===== config.mk =====
export PLATFORM = sky130hd
export DESIGN_NAME = triangle_cell_rotate_top
export DESIGN_NICKNAME = d
export VERILOG_FILES = /design/src/rtl/trc_pkg.sv /design/src/rtl/triangle_cell_rotate_top.sv /design/src/rtl/trc_anchor.sv /design/src/rtl/trc_rotate.sv
export SDC_FILE = /design/constraint.sdc
export NUM_CORES = 1
export LEC_CHECK = 0
export ABC_AREA = 1
export BUFFER_PORTS_ARGS = -buffer_cell sky130_fd_sc_hd__buf_4
export CAP_MARGIN = 20
export CORE_MARGIN = 4
export CORE_UTILIZATION = 40
export DETAILED_ROUTE_END_ITERATION = 12
export HOLD_SLACK_MARGIN = 0.15
export PLACE_DENSITY_LB_ADDON = 0.3
export SLEW_MARGIN = 25
export SYNTH_ARGS = -nofsm -noshare
export SYNTH_HDL_FRONTEND = slang
export SYNTH_HIERARCHICAL = 1
export SYNTH_SLANG_ARGS = --single-unit

===== constraint.sdc =====
create_clock -name clock -period 31.7 [get_ports clock]
set_clock_uncertainty 0.15 [all_clocks]
set_input_delay 3.17 -clock clock [delete_from_list [all_inputs] [get_ports clock]]
set_output_delay 3.17 -clock clock [all_outputs]
set_load 0.02 [all_outputs]

===== src/rtl/trc_pkg.sv =====
// Package for the triangle cell rotate block: coordinate widths, word types,
// turn codes and the anchor struct shared by the datapath modules.
// No dependencies.
package trc_pkg;

   localparam int COORD_BITS = 16;
   localparam int CALC_BITS  = COORD_BITS + 6;
   localparam int TURN_BITS  = 3;

   typedef logic signed [COORD_BITS-1:0] coord_type;
   typedef logic signed [CALC_BITS-1:0]  calc_type;

   typedef enum logic [TURN_BITS-1:0] {
      TURN_0   = 3'd0,
      TURN_60  = 3'd1,
      TURN_120 = 3'd2,
      TURN_180 = 3'd3,
      TURN_240 = 3'd4,
      TURN_300 = 3'd5,
      TURN_360 = 3'd6,
      TURN_420 = 3'd7
   } turn_type;

   typedef struct packed {
      coord_type                cell_x;
      coord_type                cell_y;
      coord_type                pivot_x;
      coord_type                pivot_y;
      logic [TURN_BITS-1:0]     turn_steps;
   } req_word_type;

   typedef struct packed {
      coord_type rotated_x;
      coord_type rotated_y;
      logic      out_of_range;
   } rsp_word_type;

   // lattice anchor of a cell; down marks an upside-down cell
   typedef struct packed {
      calc_type bu;
      calc_type bv;
      logic     down;
   } anchor_type;

endpackage


===== src/rtl/triangle_cell_rotate_top.sv =====
// Top level of the triangle cell rotate block: input register, anchor and
// rotate datapath, result register. Depends on trc_pkg, trc_anchor, trc_rotate.
//
// Rotates a triangle-grid cell clockwise by turn_steps * 60 degrees about the
// anchor vertex of a pivot cell, using exact integer lattice math. One word is
// accepted per clock while req_ready is high; a result is formed by one
// combinational pass between the input register and the result register.
// A full result register does not block intake while the input stage is
// free, and both stages advance together when rsp_ready is high. Turns of six
// and seven act as zero and one step. When the rotated cell does not fit the
// coordinate width, out_of_range is set and both coordinates read zero.
module triangle_cell_rotate_top (
   input  logic                  clock,
   input  logic                  reset,
   input  logic                  req_valid,
   output logic                  req_ready,
   input  trc_pkg::req_word_type req_word,
   output logic                  rsp_valid,
   input  logic                  rsp_ready,
   output trc_pkg::rsp_word_type rsp_word
);

   trc_pkg::req_word_type req_ff;
   trc_pkg::req_word_type req_in;
   logic                  req_valid_ff;
   logic                  req_valid_in;
   trc_pkg::rsp_word_type rsp_ff;
   trc_pkg::rsp_word_type rsp_in;
   logic                  rsp_valid_ff;
   logic                  rsp_valid_in;
   logic                  rsp_load;
   logic                  req_load;
   trc_pkg::anchor_type   cell_anchor;
   trc_pkg::anchor_type   pivot_anchor;
   trc_pkg::rsp_word_type rsp_calc;

   trc_anchor u_cell_anchor (
      .x      (req_ff.cell_x),
      .y      (req_ff.cell_y),
      .anchor (cell_anchor)
   );

   trc_anchor u_pivot_anchor (
      .x      (req_ff.pivot_x),
      .y      (req_ff.pivot_y),
      .anchor (pivot_anchor)
   );

   trc_rotate u_rotate (
      .cell_anchor (cell_anchor),
      .pivot       (pivot_anchor),
      .turn        (trc_pkg::turn_type'(req_ff.turn_steps)),
      .rsp         (rsp_calc)
   );

   always_comb begin
      rsp_load     = ~rsp_valid_ff | rsp_ready;
      req_load     = ~req_valid_ff | rsp_load;
      req_ready    = req_load;
      req_valid_in = req_load ? req_valid : req_valid_ff;
      req_in       = (req_load && req_valid) ? req_word : req_ff;
      rsp_valid_in = rsp_load ? req_valid_ff : rsp_valid_ff;
      rsp_in       = (rsp_load && req_valid_ff) ? rsp_calc : rsp_ff;
      rsp_valid    = rsp_valid_ff;
      rsp_word     = rsp_ff;
   end

   always_ff @(posedge clock) begin
      if (reset) begin
         req_valid_ff <= 1'b0;
         rsp_valid_ff <= 1'b0;
      end else begin
         req_valid_ff <= req_valid_in;
         rsp_valid_ff <= rsp_valid_in;
      end
   end

   always_ff @(posedge clock) begin
      req_ff <= req_in;
      rsp_ff <= rsp_in;
   end

endmodule


===== src/rtl/trc_anchor.sv =====
// Maps a logical triangle cell to its lattice anchor vertex and orientation.
// Depends on trc_pkg.
module trc_anchor (
   input  trc_pkg::coord_type  x,
   input  trc_pkg::coord_type  y,
   output trc_pkg::anchor_type anchor
);

   localparam int EXT_BITS = trc_pkg::CALC_BITS - trc_pkg::COORD_BITS;

   logic signed [trc_pkg::COORD_BITS:0] sum;
   logic signed [trc_pkg::COORD_BITS-1:0] half;
   trc_pkg::calc_type x_ext;
   trc_pkg::calc_type y_ext;
   trc_pkg::calc_type half_ext;

   always_comb begin
      x_ext    = {{EXT_BITS{x[trc_pkg::COORD_BITS-1]}}, x};
      y_ext    = {{EXT_BITS{y[trc_pkg::COORD_BITS-1]}}, y};
      sum      = {x[trc_pkg::COORD_BITS-1], x} + {y[trc_pkg::COORD_BITS-1], y};
      // floor(sum/2)
      half     = sum[trc_pkg::COORD_BITS:1];
      half_ext = {{EXT_BITS{half[trc_pkg::COORD_BITS-1]}}, half};
      anchor.down = ~sum[0];
      anchor.bu   = half_ext + trc_pkg::calc_type'(1) - y_ext;
      anchor.bv   = sum[0] ? y_ext : y_ext + trc_pkg::calc_type'(1);
   end

endmodule


===== src/rtl/trc_rotate.sv =====
// Rotates a cell centroid about the pivot anchor in sixty-degree steps and
// maps the result back to a logical cell with range check. Depends on trc_pkg.
module trc_rotate (
   input  trc_pkg::anchor_type   cell_anchor,
   input  trc_pkg::anchor_type   pivot,
   input  trc_pkg::turn_type     turn,
   output trc_pkg::rsp_word_type rsp
);

   trc_pkg::calc_type da;
   trc_pkg::calc_type db;
   trc_pkg::calc_type dsum;
   trc_pkg::calc_type ra;
   trc_pkg::calc_type rb;
   trc_pkg::calc_type u;
   trc_pkg::calc_type v;
   trc_pkg::calc_type lx;
   trc_pkg::calc_type ly;
   logic              third_pos;
   logic              x_fits;
   logic              y_fits;

   // centroid offset is 3*(da,db) +/- 1; track the whole-unit part only
   always_comb begin
      da   = cell_anchor.bu - pivot.bu;
      db   = cell_anchor.bv - pivot.bv;
      dsum = cell_anchor.down ? da + db - trc_pkg::calc_type'(1)
                              : da + db + trc_pkg::calc_type'(1);
      unique case (turn)
         trc_pkg::TURN_0,
         trc_pkg::TURN_360: begin
            ra = da;
            rb = db;
         end
         trc_pkg::TURN_60,
         trc_pkg::TURN_420: begin
            ra = dsum;
            rb = -da;
         end
         trc_pkg::TURN_120: begin
            ra = db;
            rb = -dsum;
         end
         trc_pkg::TURN_180: begin
            ra = -da;
            rb = -db;
         end
         trc_pkg::TURN_240: begin
            ra = -dsum;
            rb = da;
         end
         trc_pkg::TURN_300: begin
            ra = -db;
            rb = dsum;
         end
         default: begin
            ra = da;
            rb = db;
         end
      endcase
      // fractional part of one third after the turn: right side up
      third_pos = ~cell_anchor.down ^ turn[0];
      u  = pivot.bu + ra;
      v  = pivot.bv + rb;
      ly = third_pos ? v : v - trc_pkg::calc_type'(1);
      lx = (u <<< 1) + v - (third_pos ? trc_pkg::calc_type'(1) : trc_pkg::calc_type'(3));
      x_fits = (&lx[trc_pkg::CALC_BITS-1:trc_pkg::COORD_BITS-1])
             | ~(|lx[trc_pkg::CALC_BITS-1:trc_pkg::COORD_BITS-1]);
      y_fits = (&ly[trc_pkg::CALC_BITS-1:trc_pkg::COORD_BITS-1])
             | ~(|ly[trc_pkg::CALC_BITS-1:trc_pkg::COORD_BITS-1]);
      rsp.out_of_range = ~(x_fits & y_fits);
      if (x_fits && y_fits) begin
         rsp.rotated_x = lx[trc_pkg::COORD_BITS-1:0];
         rsp.rotated_y = ly[trc_pkg::COORD_BITS-1:0];
      end else begin
         rsp.rotated_x = '0;
         rsp.rotated_y = '0;
      end
   end

endmodule

==> summary.txt <==
Run status
  • Run status: complete, no violations

Floorplanning
  • Core area: around 53,000 um2
  • Die Span Y: about 240 um
  • Die area: approximately 57,000 um2
  • Num ports: approximately 110
  • Die W: between 200 and 250 um
  • Initial Utilization: between 40% and 50%
  • Rows: 84

Placement
  • Dpl ws: between 15 and 20 ns
  • GPL Wtd Cong: ~1.0
  • Placed wire-length estimate: ~57 mm
  • Port buffer count: about 110

Timing
  • Highest clock rate: roughly 0.075 GHz
  • Setup_tns: 0 ns
  • Final Max Slew Viols: 0
  • Hold Fails Final Rpt: 0
  • PnR worst setup slack: approximately 18 ns
  • RSZ-0062 raised after global routing: no
  • Relative slew slack: about 29%
  • Fin crit period: 13.41 ns
  • Slew at the pin closest to its max-slew limit: 1.04 ns
  • Final Cycle Share: a little over two fifths
  • Final setup vio count: 0

Drt
  • DRC: 0
  • Mean number of vias per cell: between 5 and 6
  • Initial DRC Count: approximately 2,000
  • WL final: approximately 67 mm
  • Post-route ant nets: 0
  • Wirelength per Cell: between 15 and 20 um
  • Router iterations before antenna repair: 6
  • Via count: around 22,000

Cells and area
  • Most frequent cells in the layout: nand2_1, inv_1, ha_1
  • Final #Nets: about 3,800
  • Share of cells above drive strength 1: 9.93%
  • Area grow syn2layout: 8.44%
  • Commonest non-fill, non-tap cell in the layout: nand2_1
  • Diodes inserted: 0

Min path
  • HP Class: flip-flop to flip-flop
  • Hold endpoint: req_valid_ff$_SDFFE_PP0P_
  • WHS Path Cells: 2
  • Min-delay src: req_valid_ff$_SDFFE_PP0P_

Synth
  • Post-synth EDFFs: 100
  • Sequential cell area fraction in the yosys report: 14.2%
  • Post-Syn Area per Cell: roughly 6.3 um2
  • Syn_nets: approximately 3,800
  • #FFs+latches synth: a little over 100
  • Syn Inst Count: about 3,400
  • Synth Flop Type: edfxtp_1
  • YS warnings: 6
  • Ys async rst share: 0%
  • Synthesized area: about 21,000 um2
  • Number of unique standard cell types used by synthesis: 72

GRT
  • Global-route wire length before repair: 106 mm
  • Largest net degree at the start of global routing: 68
  • Vias in the first global route: ~20,000
  • GRT Resource Usage Total: a little under a quarter
  • Initial antenna violation count: 0
  • GRT overflow: 0

Critical path
  • Slowest CP cell: nand2_4
  • Element type at the critical path start: flip-flop
  • Reg2reg end: rsp_word[1]$_DFFE_PP_
  • Crit-path max cell delay: about 0.63 ns
  • CP endpoint kind: flip-flop
  • Worst R2R Path Depth: 64
  • CP Data Required Time: approximately 32 ns
  • Crit Reg-Reg Startpoint: req_ff[3]$_DFFE_PP_
  • Critical setup path kind: flip-flop to flip-flop
  • Crit path top cell by count: nand2_1
  • Critical Path Fanout Max: 33
  • Reg2Reg Setup Slack: 18.29 ns
  • Crit path DAT: roughly 13 ns

Run
  • Max-cap violations: 0

CTS
  • Clock root buffer: clkbuf_16
  • Post-CTS Setup Repair Bufs: 0
  • H-tree levels: 3
  • CTS-repair resized insts: 0
  • CTS Buf Count: 9
  • Clk_lat worst skew: 0.38 ns
  • Clk buf depth: 2
  • Sink Count: 102
  • Clock Pin Slew Worst Setup and Hold Paths: approximately 0.08 ns
  • CTS tree: yes
  • Hold-fix buffers, CTS: 0
## final cells by class
type,count,area [um2]
Fill cell,5670,29600
Inverter,654,2460
Tap cell,688,861
Clock buffer,9,225
Multi-Input combinational cell,2613,15600
Timing Repair Buffer,120,921
Sequential cell,102,3040
Clock inverter,7,77.6
## how the worst max path moves through the flow
| stage | start | endpoint | slack, ns | depth (start not counted) |
|---|---|---|---|---|
| after floorplan | req_ff[3]$_DFFE_PP_ | rsp_word[20]$_DFFE_PP_ | 20.77 | 69 |
| after global placement | req_ff[3]$_DFFE_PP_ | rsp_word[1]$_DFFE_PP_ | 18.68 | 69 |
| after detailed placement | req_ff[3]$_DFFE_PP_ | rsp_word[1]$_DFFE_PP_ | 18.50 | 64 |
| after CTS | req_ff[3]$_DFFE_PP_ | rsp_word[1]$_DFFE_PP_ | 18.49 | 64 |
| after global routing | req_ff[3]$_DFFE_PP_ | rsp_word[1]$_DFFE_PP_ | 17.12 | 69 |
| final | req_ff[3]$_DFFE_PP_ | rsp_word[1]$_DFFE_PP_ | 18.29 | 64 |
## flip-flops by register name, indices dropped and copies added, names as in the netlist
signal	flops
rsp_word	33
rsp_valid	1
req_ff	67
req_valid_ff	1
## per-layer routing
metal,up-vias,wire length [um],global-route usage (%)
li1,11200,-,-
met5,-,0,0
met3,120,4030,2.46
met4,0,2910,9.32
met1,9764,30800,31.4
met2,711,29200,37.4
## cell families (layout without fill, tap and decap cells)
logic type / after synthesis / after routing / share of synthesized area, %
XOR/XNOR: 198 / 198 / 8.55
flip-flops: 102 / 102 / 14.2
AND/OR/NAND/NOR: 1740 / 1740 / 36.6
buffers and inverters: 702 / 790 / 12.9
AO/OA/AOI/OAI: 400 / 400 / 11.2
adder cells (fa/ha/maj): 275 / 275 / 16.5
## metrics by stage
step,hold WS [ns],instances,cell area [um2],utilization (%)
detailed placement,0.344,4176,22900,43.3
global route,0.381,4193,23200,43.9
global placement,0.343,4176,22900,43.3
CTS,0.357,4192,23200,43.9
floorplan,0.307,3417,21400,-
finish,0.353,4193,23200,43.9
## Yosys cell counts, drive strengths merged (4+ instances only)
cell type / n / area, um2
nand3: 221 / 1150
and2: 6 / 37.5
ha: 263 / 3290
xnor2: 49 / 489
nor2: 290 / 1420
o211ai: 4 / 30.0
clkbuf: 26 / 97.6
o22ai: 42 / 263
edfxtp: 100 / 3000
or2: 10 / 62.6
a21o: 7 / 52.6
a221oi: 9 / 78.8
nand3b: 15 / 129
o21ai: 77 / 404
nand2: 1066 / 4180
xor2: 149 / 1340
inv: 653 / 2450
a2111oi: 17 / 149
buf: 21 / 195
nor4: 11 / 75.1
o21bai: 5 / 37.5
a21oi: 198 / 1040
fa: 12 / 240
nor3: 54 / 328
nand4: 65 / 419
o221ai: 7 / 61.3
a31oi: 7 / 43.8
a21boi: 6 / 60.1
## critical path: cells and delay by family, from the launching register on
kind | cells | cell delay [ns]
and+or+nand+nor | 30 | 4.31
adders and majority gates | 11 | 3.73
AOI/OAI and AO/OA | 10 | 2.12
xor gates and xnor gates | 6 | 1.85
buffers and inverters | 7 | 0.50
DFF | 1 | 0.46
Power is left out: the tool's default activity adds up to more than one toggle a clock period on the data nets, which glitch-free logic cannot reach.
